File: config.mk
export PLATFORM = sky130hd
export DESIGN_NAME = integer_to_radix_digits
export DESIGN_NICKNAME = d
export VERILOG_FILES = /design/src/design/itrd_pkg.sv /design/src/design/itrd_front.sv /design/src/design/itrd_queue.sv /design/src/design/itrd_back.sv /design/src/design/integer_to_radix_digits.sv
export VERILOG_INCLUDE_DIRS = /design/src /design/src/design
export SDC_FILE = /design/constraint.sdc
export NUM_CORES = 1
export LEC_CHECK = 0
export BUFFER_PORTS_ARGS = -buffer_cell sky130_fd_sc_hd__buf_2
export CORE_MARGIN = 2
export CORE_UTILIZATION = 56
export CTS_CLUSTER_DIAMETER = 50
export CTS_CLUSTER_SIZE = 30
export DETAILED_ROUTE_END_ITERATION = 8
export PLACE_DENSITY = 0.73
export REMOVE_ABC_BUFFERS = 1
export SLEW_MARGIN = 40
export SYNTH_ARGS = -nofsm -noshare
export SYNTH_HDL_FRONTEND = slang
export SYNTH_SLANG_ARGS = --single-unit
File: constraint.sdc
create_clock -name clk -period 10.9 [get_ports clk]
set_input_delay 2.18 -clock clk [delete_from_list [all_inputs] [get_ports clk]]
set_output_delay 2.18 -clock clk [all_outputs]
set_load 0.1 [all_outputs]
File: src/design/assert_macros.svh
`ifndef ASSERT_MACROS_SVH
`define ASSERT_MACROS_SVH

// clocked assertion, disabled while rst_n is low
`define ASSERT_CLK(lbl, prop, msg) \
    lbl: assert property (@(posedge clk) disable iff (!rst_n) prop) else $error(msg);

// implication: prop is checked in the cycle after cond holds
`define ASSERT_NEXT(lbl, cond, prop, msg) \
    lbl: assert property (@(posedge clk) disable iff (!rst_n) (cond) |=> (prop)) \
        else $error(msg);

`endif

File: src/design/itrd_pkg.sv
`default_nettype none

package itrd_pkg;

    localparam int VALUE_BITS = 32;
    localparam int RADIX_BITS = 5;
    localparam int CHAR_BITS  = 7;
    localparam int DIGIT_BITS = 4;

    // quotient bits resolved per divider cycle
    localparam int STEP_BITS  = 8;
    localparam int STEPS      = (VALUE_BITS + STEP_BITS - 1) / STEP_BITS;
    localparam int DIV_W      = STEPS * STEP_BITS;
    localparam int STEP_CNT_W = (STEPS > 1) ? $clog2(STEPS) : 1;

    localparam int STACK_DEPTH = VALUE_BITS;
    localparam int STACK_IDX_W = $clog2(STACK_DEPTH);
    localparam int STACK_CNT_W = $clog2(STACK_DEPTH + 1);

    localparam int QUEUE_DEPTH = 2;
    localparam int QUEUE_PTR_W = 1;
    localparam int QUEUE_CNT_W = 2;

    localparam logic [RADIX_BITS-1:0] BASE_MIN     = RADIX_BITS'(2);
    localparam logic [RADIX_BITS-1:0] BASE_MAX     = RADIX_BITS'(16);
    localparam logic [RADIX_BITS-1:0] BASE_DEFAULT = RADIX_BITS'(10);

    localparam logic [CHAR_BITS-1:0] CHAR_ZERO  = CHAR_BITS'(8'h30);
    localparam logic [CHAR_BITS-1:0] CHAR_A     = CHAR_BITS'(8'h41);
    localparam logic [CHAR_BITS-1:0] CHAR_MINUS = CHAR_BITS'(8'h2d);

    typedef struct packed {
        logic [VALUE_BITS-1:0] mag;
        logic                  neg;
        logic [RADIX_BITS-1:0] base;
    } job_t;

    function automatic logic [CHAR_BITS-1:0] digit_to_char(input logic [DIGIT_BITS-1:0] d);
        logic [CHAR_BITS-1:0] c;
        if (d < DIGIT_BITS'(10))
        begin
            c = CHAR_ZERO + CHAR_BITS'(d);
        end
        else
        begin
            c = CHAR_A + CHAR_BITS'(d) - CHAR_BITS'(10);
        end
        return c;
    endfunction

endpackage

`default_nettype wire

File: src/design/itrd_front.sv
`default_nettype none

module itrd_front
    import itrd_pkg::*;
(
    input  wire logic                         item_valid,
    output logic                              item_ready,
    input  wire logic signed [VALUE_BITS-1:0] value,
    input  wire logic [RADIX_BITS-1:0]        radix,
    output logic                              push_valid,
    input  wire logic                         push_ready,
    output job_t                              push_job
);

    logic                  neg;
    logic [VALUE_BITS-1:0] raw;

    assign raw        = value;
    assign neg        = raw[VALUE_BITS-1];
    assign item_ready = push_ready;
    assign push_valid = item_valid;

    always_comb
    begin
        push_job.neg = neg;
        // unsigned negate, so the most negative value keeps its magnitude
        push_job.mag = neg ? (~raw + VALUE_BITS'(1)) : raw;
        if ((radix < BASE_MIN) || (radix > BASE_MAX))
        begin
            push_job.base = BASE_DEFAULT;
        end
        else
        begin
            push_job.base = radix;
        end
    end

endmodule

`default_nettype wire

File: src/design/itrd_queue.sv
`default_nettype none

module itrd_queue
    import itrd_pkg::*;
(
    input  wire logic clk,
    input  wire logic rst_n,
    input  wire logic push_valid,
    output logic      push_ready,
    input  wire job_t push_job,
    output logic      pop_valid,
    input  wire logic pop_ready,
    output job_t      pop_job
);

`include "assert_macros.svh"

    job_t                   entry_reg [QUEUE_DEPTH];
    logic [QUEUE_PTR_W-1:0] wr_ptr_reg, wr_ptr_next;
    logic [QUEUE_PTR_W-1:0] rd_ptr_reg, rd_ptr_next;
    logic [QUEUE_CNT_W-1:0] count_reg, count_next;
    logic                   do_push;
    logic                   do_pop;

    assign push_ready = (count_reg != QUEUE_CNT_W'(QUEUE_DEPTH));
    assign pop_valid  = (count_reg != '0);
    assign pop_job    = entry_reg[rd_ptr_reg];
    assign do_push    = push_valid && push_ready;
    assign do_pop     = pop_valid && pop_ready;

    always_comb
    begin
        wr_ptr_next = do_push ? (wr_ptr_reg + QUEUE_PTR_W'(1)) : wr_ptr_reg;
        rd_ptr_next = do_pop  ? (rd_ptr_reg + QUEUE_PTR_W'(1)) : rd_ptr_reg;
        count_next  = count_reg;
        if (do_push && !do_pop)
        begin
            count_next = count_reg + QUEUE_CNT_W'(1);
        end
        else if (do_pop && !do_push)
        begin
            count_next = count_reg - QUEUE_CNT_W'(1);
        end
    end

    always_ff @(posedge clk or negedge rst_n)
    begin
        if (!rst_n)
        begin
            wr_ptr_reg <= '0;
            rd_ptr_reg <= '0;
            count_reg  <= '0;
        end
        else
        begin
            wr_ptr_reg <= wr_ptr_next;
            rd_ptr_reg <= rd_ptr_next;
            count_reg  <= count_next;
        end
    end

    always_ff @(posedge clk)
    begin
        if (do_push)
        begin
            entry_reg[wr_ptr_reg] <= push_job;
        end
    end

    `ASSERT_CLK(a_queue_bound, count_reg <= QUEUE_CNT_W'(QUEUE_DEPTH), "queue overfilled")
    `ASSERT_NEXT(a_queue_ptr_gap, 1'b1,
        (count_reg == QUEUE_CNT_W'(1)) == ((wr_ptr_reg ^ rd_ptr_reg) == QUEUE_PTR_W'(1)),
        "queue pointers disagree with count")

endmodule

`default_nettype wire

File: src/design/itrd_back.sv
`default_nettype none

module itrd_back
    import itrd_pkg::*;
(
    input  wire logic              clk,
    input  wire logic              rst_n,
    input  wire logic              pop_valid,
    output logic                   pop_ready,
    input  wire job_t              pop_job,
    output logic                   char_valid,
    input  wire logic              char_ready,
    output logic [CHAR_BITS-1:0]   char_code,
    output logic                   last
);

`include "assert_macros.svh"

    typedef enum logic [2:0] {
        ST_IDLE = 3'b001,
        ST_DIV  = 3'b010,
        ST_EMIT = 3'b100
    } state_t;

    state_t                  state_reg, state_next;
    logic [DIV_W-1:0]        quo_reg, quo_next;
    logic [DIGIT_BITS-1:0]   rem_reg, rem_next;
    logic [RADIX_BITS-1:0]   base_reg;
    logic                    sign_reg, sign_next;
    logic [STEP_CNT_W-1:0]   step_reg, step_next;
    logic [STACK_CNT_W-1:0]  sp_reg, sp_next;
    logic [DIGIT_BITS-1:0]   stack_reg [STACK_DEPTH];
    logic                    out_valid_reg, out_valid_next;
    logic [CHAR_BITS-1:0]    char_reg, char_next;
    logic                    last_reg, last_next;

    logic                    take_job;
    logic                    load_out;
    logic                    digit_done;
    logic [STEP_BITS-1:0]    chunk;
    logic [STEP_BITS-1:0]    qbits;
    logic [DIGIT_BITS-1:0]   chunk_rem;
    logic [DIV_W-1:0]        quo_shift;
    logic [STACK_IDX_W-1:0]  rd_idx;

    assign pop_ready  = (state_reg == ST_IDLE);
    assign take_job   = pop_valid && pop_ready;
    assign load_out   = (state_reg == ST_EMIT) && (!out_valid_reg || char_ready);
    assign digit_done = (state_reg == ST_DIV) && (step_reg == STEP_CNT_W'(STEPS - 1));
    assign chunk      = quo_reg[DIV_W-1 -: STEP_BITS];
    assign rd_idx     = STACK_IDX_W'(sp_reg - STACK_CNT_W'(1));

    assign char_valid = out_valid_reg;
    assign char_code  = char_reg;
    assign last       = last_reg;

    // restoring division, one slice of dividend bits per cycle
    always_comb
    begin
        logic [DIGIT_BITS:0] t;
        logic [DIGIT_BITS-1:0] r;
        r     = rem_reg;
        qbits = '0;
        for (int i = 0; i < STEP_BITS; i++)
        begin
            t = {r, chunk[STEP_BITS-1-i]};
            if (t >= base_reg)
            begin
                t                       = t - base_reg;
                qbits[STEP_BITS-1-i]    = 1'b1;
            end
            r = t[DIGIT_BITS-1:0];
        end
        chunk_rem = r;
        quo_shift = (quo_reg << STEP_BITS) | DIV_W'(qbits);
    end

    always_comb
    begin
        state_next     = state_reg;
        quo_next       = quo_reg;
        rem_next       = rem_reg;
        sign_next      = sign_reg;
        step_next      = step_reg;
        sp_next        = sp_reg;
        char_next      = char_reg;
        last_next      = last_reg;
        out_valid_next = out_valid_reg && !char_ready;

        unique case (state_reg)
            ST_IDLE:
            begin
                if (take_job)
                begin
                    quo_next   = DIV_W'(pop_job.mag);
                    rem_next   = '0;
                    sign_next  = pop_job.neg;
                    step_next  = '0;
                    sp_next    = '0;
                    state_next = ST_DIV;
                end
            end
            ST_DIV:
            begin
                quo_next  = quo_shift;
                rem_next  = chunk_rem;
                step_next = step_reg + STEP_CNT_W'(1);
                if (digit_done)
                begin
                    // digit pushed, quotient feeds the next pass
                    rem_next  = '0;
                    step_next = '0;
                    sp_next   = sp_reg + STACK_CNT_W'(1);
                    if (quo_shift == '0)
                    begin
                        state_next = ST_EMIT;
                    end
                end
            end
            ST_EMIT:
            begin
                if (load_out)
                begin
                    out_valid_next = 1'b1;
                    if (sign_reg)
                    begin
                        char_next = CHAR_MINUS;
                        last_next = 1'b0;
                        sign_next = 1'b0;
                    end
                    else
                    begin
                        char_next = digit_to_char(stack_reg[rd_idx]);
                        last_next = (sp_reg == STACK_CNT_W'(1));
                        sp_next   = sp_reg - STACK_CNT_W'(1);
                        if (sp_reg == STACK_CNT_W'(1))
                        begin
                            state_next = ST_IDLE;
                        end
                    end
                end
            end
            default:
            begin
                state_next = ST_IDLE;
            end
        endcase
    end

    always_ff @(posedge clk or negedge rst_n)
    begin
        if (!rst_n)
        begin
            state_reg     <= ST_IDLE;
            out_valid_reg <= 1'b0;
            step_reg      <= '0;
            sp_reg        <= '0;
            sign_reg      <= 1'b0;
        end
        else
        begin
            state_reg     <= state_next;
            out_valid_reg <= out_valid_next;
            step_reg      <= step_next;
            sp_reg        <= sp_next;
            sign_reg      <= sign_next;
        end
    end

    always_ff @(posedge clk)
    begin
        quo_reg  <= quo_next;
        rem_reg  <= rem_next;
        char_reg <= char_next;
        last_reg <= last_next;
        if (take_job)
        begin
            base_reg <= pop_job.base;
        end
        if (digit_done)
        begin
            stack_reg[sp_reg[STACK_IDX_W-1:0]] <= chunk_rem;
        end
    end

    `ASSERT_CLK(a_rem_below_base, (state_reg != ST_DIV) || (RADIX_BITS'(rem_reg) < base_reg),
        "remainder not below base")
    `ASSERT_CLK(a_stack_bound, sp_reg <= STACK_CNT_W'(STACK_DEPTH), "digit stack overflow")
    `ASSERT_NEXT(a_last_ends_job, load_out && last_next,
        (state_reg == ST_IDLE) && out_valid_reg && last_reg, "final character did not end job")
    `ASSERT_CLK(a_emit_has_digits, (state_reg != ST_EMIT) || (sp_reg != '0),
        "emitting with empty digit stack")

endmodule

`default_nettype wire

File: src/design/integer_to_radix_digits.sv
// channel   signals                              transfer when
// item      item_valid item_ready value radix    item_valid && item_ready
// char      char_valid char_ready char_code last char_valid && char_ready
//
// a job leaves the queue for the back end, which divides the 32-bit magnitude by the base
// once per digit (8 quotient bits per cycle) and stacks each remainder, then emits the
// sign and the digits, most significant first, one character per transfer
// a two-entry queue takes new items while the back end is converting
// rst_n clears control state only; payload registers are not reset
// a stalled char_ready holds the output register and emitting; the next job may divide
`default_nettype none

module integer_to_radix_digits
    import itrd_pkg::*;
(
    input  wire logic                         clk,
    input  wire logic                         rst_n,
    input  wire logic                         item_valid,
    output logic                              item_ready,
    input  wire logic signed [VALUE_BITS-1:0] value,
    input  wire logic [RADIX_BITS-1:0]        radix,
    output logic                              char_valid,
    input  wire logic                         char_ready,
    output logic [CHAR_BITS-1:0]              char_code,
    output logic                              last
);

    logic push_valid;
    logic push_ready;
    job_t push_job;
    logic pop_valid;
    logic pop_ready;
    job_t pop_job;

    itrd_front u_front
    (
        .item_valid (item_valid),
        .item_ready (item_ready),
        .value      (value),
        .radix      (radix),
        .push_valid (push_valid),
        .push_ready (push_ready),
        .push_job   (push_job)
    );

    itrd_queue u_queue
    (
        .clk        (clk),
        .rst_n      (rst_n),
        .push_valid (push_valid),
        .push_ready (push_ready),
        .push_job   (push_job),
        .pop_valid  (pop_valid),
        .pop_ready  (pop_ready),
        .pop_job    (pop_job)
    );

    itrd_back u_back
    (
        .clk        (clk),
        .rst_n      (rst_n),
        .pop_valid  (pop_valid),
        .pop_ready  (pop_ready),
        .pop_job    (pop_job),
        .char_valid (char_valid),
        .char_ready (char_ready),
        .char_code  (char_code),
        .last       (last)
    );

endmodule

`default_nettype wire

# Word level (Yosys, flattened, before mapping)
# Memories as Yosys holds them, arrays and structs flattened.
# Index checks and enable logic that the tools add are counted.
# Widths: inputs -> output; s select.
classes:
  eq_ne: 12
  bitwise_logic: 2
  n_lt_le_gt_ge: 11
  reduce_logical: 24
  n_addsub: 19
  muxes: 50
ops:
  columns: ["op", "count"]
  rows:
  - ["$mux 32", 2]
  - ["$pmux 32 s2", 1]
  - ["$ge 5x5->1", 8]
  - ["$mux 4", 10]
  - ["$add 32x1->32 const B", 1]
  - ["$logic_not 32->1", 1]
  - ["$not 32->32", 1]
  - ["$or 32x8->32", 1]
  - ["$sub 4x4->4", 8]
  - ["$mux 6", 4]
  - ["$mux 3", 6]
  - ["$pmux 6 s3", 1]
  - ["$mux 1", 16]
  - ["$ne 2x2->1 const B", 5]
  - ["$pmux 3 s3", 1]
  - ["$mux 2", 4]
  - ["$pmux 4 s2", 1]
  - ["$reduce_bool 2->1", 4]
  - ["$add 6x4->7 const A", 1]
  - ["$add 7x4->7 const A", 1]
  - ["$logic_and 1x1->1", 7]
  - ["$mux 7", 1]
  - ["$sub 7x4->7 const B", 1]
  - ["$add 6x1->6 const B", 1]
  - ["23 further kinds", 31]
word_totals:
  mem_bits_rw: 204
  register_bits: 66
  out_inout_bits: 10
  word_cells: 133
  inputBits: 41
  mem_count: 2
memory_table:
  columns: ["name", "depth", "width", "rd", "rd_clocked_by_memory_dff", "wr", "line", "rtl"]
  rows:
  - ["u_back.stack_reg", 32, 4, 1, 0, 1, "itrd_back.sv:32", "logic [DIGIT_BITS-1:0] stack_reg [STACK_DEPTH];"]
  - ["u_queue.entry_reg", 2, 38, 1, 0, 1, "itrd_queue.sv:18", "job_t entry_reg [QUEUE_DEPTH];"]

# Longest topological paths before layout
depth:
  word_depth: 21
  ltp_mapped: 53
  ltp_nobuf: 50

# Modules after synthesis
# A second synthesis with hierarchy kept.
hier_totals:
  hier_cells: 1032
  area_unflattened_um2: 13721.9
modules_own_cells:
  columns: ["mod", "instances", "area_each_um2", "seq_area_each_um2", "cells_per_inst"]
  rows:
  - ["itrd_back", 1, 9902.0, 5641.7, 780]
  - ["itrd_queue", 1, 2982.9, 2382.3, 136]
  - ["itrd_front", 1, 837.1, 0.0, 116]

# Worst setup path before layout
# No wires, ideal clock.
synth_path:
  kind: "reg-to-reg"
  startpoint: "register u_back.base_reg[1]"
  endpoint: "memory u_back.stack_reg[0][3] (data pin)"
  slack_ps: -656
  stages_incl_launch_ff: 49
  path_buffers: 3
  synth_period_minus_slack_ps: 11556
  arrival_time_ps: 11171
  setup_ps: 385
  required_time_ps: 10515
  cell_sequence: "edfxtp_1 > inv_1 > ha_1 > a21o_1 > a21oi_1 > o21ai_1 > mux2_2 > inv_1 > ha_1 > a21o_1 > a21o_1 > and4b_1 > or4_1 > ha_1 > a21o_1 > a21oi_1 > o21ai_0 > clkbuf_1 > [... 13 more ...] > o21ai_0 > clkbuf_1 > nor3_1 > a21oi_1 > o31ai_1 > ha_1 > nor2_1 > inv_1 > and2_0 > o21ai_0 > inv_1 > ha_1 > inv_1 > o21bai_1 > a21o_1 > a21oi_1 > clkbuf_1 > mux2i_1"
synth_via:
  elab_chain_cells: 16
  word_cells_on_any_way: 24
  classes_between: "8 x add/sub; 8 x order compare; 8 x mux"
synth_lines:
  columns: ["item", "line", "rtl"]
  rows:
  - ["from (decl)", "itrd_back.sv:28", "logic [RADIX_BITS-1:0] base_reg;"]
  - ["from (signal assigned)", "itrd_back.sv:178", "base_reg <= pop_job.base;"]
  - ["$sub 4x4->4 / $ge 5x5->1 (equally long branches)", "itrd_back.sv:69, itrd_back.sv:67", null]
  - ["$mux 4", "itrd_back.sv:67", "if (t >= base_reg)"]
  - ["$sub 4x4->4 / $ge 5x5->1 (equally long branches)", "itrd_back.sv:69, itrd_back.sv:67", null]
  - ["$mux 4", "itrd_back.sv:67", null]
  - ["$sub 4x4->4 / $ge 5x5->1 (equally long branches)", "itrd_back.sv:69, itrd_back.sv:67", null]
  - ["$mux 4", "itrd_back.sv:67", null]
  - ["$ge 5x5->1 / $sub 4x4->4 (equally long branches)", "itrd_back.sv:67, itrd_back.sv:69", null]
  - ["$mux 4", "itrd_back.sv:67", null]
  - ["$sub 4x4->4 / $ge 5x5->1 (equally long branches)", "itrd_back.sv:69, itrd_back.sv:67", null]
  - ["$mux 4", "itrd_back.sv:67", null]
  - ["$sub 4x4->4 / $ge 5x5->1 (equally long branches)", "itrd_back.sv:69, itrd_back.sv:67", null]
  - ["$mux 4", "itrd_back.sv:67", null]
  - ["$ge 5x5->1 / $sub 4x4->4 (equally long branches)", "itrd_back.sv:67, itrd_back.sv:69", null]
  - ["$mux 4", "itrd_back.sv:67", null]
  - ["$sub 4x4->4 / $ge 5x5->1 (equally long branches)", "itrd_back.sv:69, itrd_back.sv:67", null]
  - ["$mux 4 (*)", "itrd_back.sv:67", null]
  - ["named net u_back.chunk_rem[3]", "itrd_back.sv:42", "logic [DIGIT_BITS-1:0] chunk_rem;"]
  - ["to (decl)", "itrd_back.sv:32", null]
# Mark *: on every way through the listed nets, which the timed path passes. The rest lies on a longest branch.

# Worst setup path after layout
layout_path:
  startpoint: "register u_back.base_reg[0]"
  endpoint: "memory u_back.stack_reg[14][3] (data pin)"
layout_via:
  elab_chain_cells: 16
  word_cells_on_any_way: 24
  classes_between: "8 x add/sub; 8 x order compare; 8 x mux"
layout_lines:
  columns: ["item", "line"]
  rows:
  - ["$sub 4x4->4 / $ge 5x5->1 (equally long branches)", "itrd_back.sv:69, itrd_back.sv:67"]
  - ["$mux 4", "itrd_back.sv:67"]
  - ["$sub 4x4->4 / $ge 5x5->1 (equally long branches)", "itrd_back.sv:69, itrd_back.sv:67"]
  - ["$mux 4", "itrd_back.sv:67"]
  - ["$sub 4x4->4 / $ge 5x5->1 (equally long branches)", "itrd_back.sv:69, itrd_back.sv:67"]
  - ["$mux 4", "itrd_back.sv:67"]
  - ["$sub 4x4->4 / $ge 5x5->1 (equally long branches)", "itrd_back.sv:69, itrd_back.sv:67"]
  - ["$mux 4", "itrd_back.sv:67"]
  - ["$ge 5x5->1 / $sub 4x4->4 (equally long branches)", "itrd_back.sv:67, itrd_back.sv:69"]
  - ["$mux 4", "itrd_back.sv:67"]
  - ["$sub 4x4->4 / $ge 5x5->1 (equally long branches)", "itrd_back.sv:69, itrd_back.sv:67"]
  - ["$mux 4", "itrd_back.sv:67"]
  - ["$sub 4x4->4 / $ge 5x5->1 (equally long branches)", "itrd_back.sv:69, itrd_back.sv:67"]
  - ["$mux 4", "itrd_back.sv:67"]
  - ["$sub 4x4->4 / $ge 5x5->1 (equally long branches)", "itrd_back.sv:69, itrd_back.sv:67"]
  - ["$mux 4 (*)", "itrd_back.sv:67"]
  - ["named net u_back.chunk_rem[3]", "itrd_back.sv:42"]
# Marks and branches as above.

==> flow_metrics.py <==
metrics = {
    "die": {
        "dieArea_um2": 25400,
        "dieHeight_um": 159,
        "standard_cell_core_area_um2": 23500,
        "row_count": 56,
        "die_width_um": 159,
        "initial_standard_cell_utilization_of_the_core": 0.574,
        "pin_count": 51,
    },
    "sta": {
        "number_of_slew_limit_violations_in_the_final_report": 0,
        "slew-limit-headroom": 0.493,
        "clock_skew_ns": 0.0183,
        "timing_hold_violations_final": 0,
        "finalCriticalPeriod_ns": 10.42,
        "setup-tns-final_ns": 0,
        "fin_crit_sh": 0.956,
        "setup-violations-final": 0,
        "worst-slew-pin-transition_ns": 0.760,
        "fin_worst_hold_slack_ns": 0.508,
        "fmax_mhz": 96.0,
    },
    "setup_path": {
        "timing.reg2reg.worst_path_depth": 46,
        "path_common_cell": "ha_1",
        "critical-path-max-stage-delay_ns": 0.40,
        "req_time_crit_path_ns": 11.26,
        "critical-path-slowest-cell": "mux2_2",
        "worst_setup_path_start_kind": "register",
        "crit_path_max_fanout": 32,
        "crit_arrival_ns": 10.78,
        "timing_worst_setup_path_type": "reg2reg",
        "endpoint_kind": "register",
    },
    "yosys": {
        "synth.yosys.seq_area_share": 0.594,
        "synth_largest_type_area_fraction": 0.563,
        "synth_area_per_cell_um2": 13.5,
        "async_reset_ff_frac": 0.0630,
        "postSynth.topFlopCell": "edfxtp_1",
        "netlist_instances": 1000,
        "synth_top_cell_by_area": "edfxtp_1",
        "yosysWarnings": 0,
        "postSynthRegisterBits": 270,
        "yosysUniqueCellTypes": 72,
        "syn_area_um2": 13500,
        "synth.top_cells.by_area": "edfxtp_1 (56%), mux4_2 (5.2%), ha_1 (4.5%)",
        "synth_enable_flop_cells": 253,
    },
    "worst_hold_path": {
        "holdPathStages": 1,
        "hold_path_class": "reg2reg",
    },
    "layout": {
        "drive_gt1_frac": 0.201,
        "number_of_flip_flops_in_the_largest_register": 128,
        "syn_to_final_growth_pct": 13.9,
        "final_net_count": 1167,
    },
    "drt": {
        "drtAntennaViolNets": 0,
        "detail_route.first_pass.iterations": 7,
        "post-route-drc-count": 0,
        "drt_iter0_markers": 743,
        "detailroute.via_count": 8280,
        "detail_route.wirelength_um": 27700,
        "drt-wirelength-per-cell_um": 19.6,
        "vias_per_cell": 5.87,
    },
    "clocking": {
        "clock_network_latency_to_the_later_pin_of_the_worst_skew_pair_ns": 0.55,
        "clock_pin_slew_of_the_registers_on_the_worst_case_setup_and_hold_paths_ns": 0.07,
        "cts_made_buffers": 28,
        "cts_root_buffer": "clkbuf_16",
        "clock_path_buffers": 3,
        "tritoncts_clock_tree": "yes",
        "htreeDepth": 1,
        "clock-sinks": 270,
        "hold_buffers": 0,
    },
    "place": {
        "dp.final_hpwl_um": 18900,
        "gp_routability_congestion": 0.881,
        "port-buffer-count": 50,
    },
    "global_routing": {
        "gr-total-overflow": 0,
        "grt_first_pass_wirelength_um": 43800,
        "globalRouteTotalUtil": 0.218,
        "grt_start_max_net_pins": 72,
        "grt_pass1_vias": 8171,
        "antenna_found_initial": 1,
    },
    "run_status": {
        "status": "completed",
    },
    "job": {
        "cap_viol_max_count": 0,
    },
}
==> worst paths after layout <==
path	start	end	slack, ns
worst max-delay path	u_back.base_reg[0]	u_back.stack_reg[14][3]	0.48
worst min-delay path	u_back.step_reg[0]	u_back.step_reg[0]	0.51
worst max register to register	u_back.base_reg[0]	u_back.stack_reg[14][3]	0.48
worst min register to register	u_back.step_reg[0]	u_back.step_reg[0]	0.51
max in group asynchronous	rst_n	u_back.state_reg[0]	8.98
min in group asynchronous	rst_n	u_back.step_reg[0]	1.58
==> layout make-up <==
| class | count | area (um2) |
|---|---|---|
| Multi-Input combinational cell | 644 | 5240 |
| Inverter | 44 | 165 |
| Antenna cell | 1 | 2.50 |
| Tap cell | 319 | 399 |
| Clock inverter | 22 | 293 |
| Sequential cell | 270 | 8030 |
| Timing Repair Buffer | 81 | 526 |
| Clock buffer | 29 | 726 |
| Fill cell | 1725 | 8160 |
==> cells in the final DEF, fill, tap and decap left out, drive strengths merged, types with 10 or more instances in the layout <==
cell type	count
ha	49
nand2	84
xor2	10
nor2	57
xnor2	44
dfrtp	16
nor2b	12
mux2i	45
a21oi	44
buf	81
clkbuf	29
a21o	20
o21ai	69
nand2b	19
inv	54
o31ai	11
edfxtp	253
nand3	10
mux4	34
mux2	15
==> Yosys cell counts, drive strengths merged (7+ instances only) <==
master	instances
a21o	20
a21oi	44
buf	20
clkbuf	22
dfrtp	16
edfxtp	253
fa	8
ha	49
inv	44
mux2	15
mux2i	45
mux4	34
nand2	84
nand2b	19
nand3	10
nor2	57
nor2b	12
nor3	9
nor4	9
o21ai	69
o22ai	7
o31ai	11
or3	9
or4	7
xnor2	44
xor2	10
==> critical path, delay by kind of cell, from the launching register on <==
kind	cells	cell delay, ns
compound gates	23	4.24
fa+ha+maj	8	2.36
buf+inv	6	0.96
flops	1	0.39
mux	5	1.73
simple gates	4	0.53
==> layer usage <==
metal | share of wire | vias to the layer above | global-route usage
met2 | 0.47 | 254 | 0.346
met3 | 0.062 | 32 | 0.0346
li1 | - | 3944 | -
met4 | 0.014 | 0 | 0.0471
met1 | 0.45 | 4050 | 0.324
met5 | 0 | - | 0
==> what timing repair did <==
item / 4_1_cts / 5_1_grt
pin swaps: 0 / 5
resized for setup: 4 / 26
setup endpoints to repair: 128 / 135
endpoints found under the hold margin: 0 / 0
buffers inserted: 0 / 5
==> cell families after synthesis <==
group | after synthesis | synth area share
adders and majority gates | 57 | 0.0573
DFF | 270 | 0.594
buffers and inverters | 86 | 0.0270
AOI/OAI and AO/OA | 199 | 0.0945
xor gates and xnor gates | 54 | 0.0350
and+or+nand+nor | 240 | 0.0885
muxes | 94 | 0.103
==> stage by stage <==
step / std cells / utilization / setup WS [ns] / instance area [um2]
after global routing: 1410 / 0.653 / -0.161 / 15400
after global placement: 1351 / 0.602 / 0.287 / 14200
after CTS: 1404 / 0.647 / 0.113 / 15200
final: 1410 / 0.653 / 0.480 / 15400
after detailed placement: 1353 / 0.604 / -0.104 / 14200
after floorplan: 958 / - / -1.58 / 13300
Power is not shown: default switching activity piles up to over one toggle a cycle in this logic, so the estimate is an artifact.
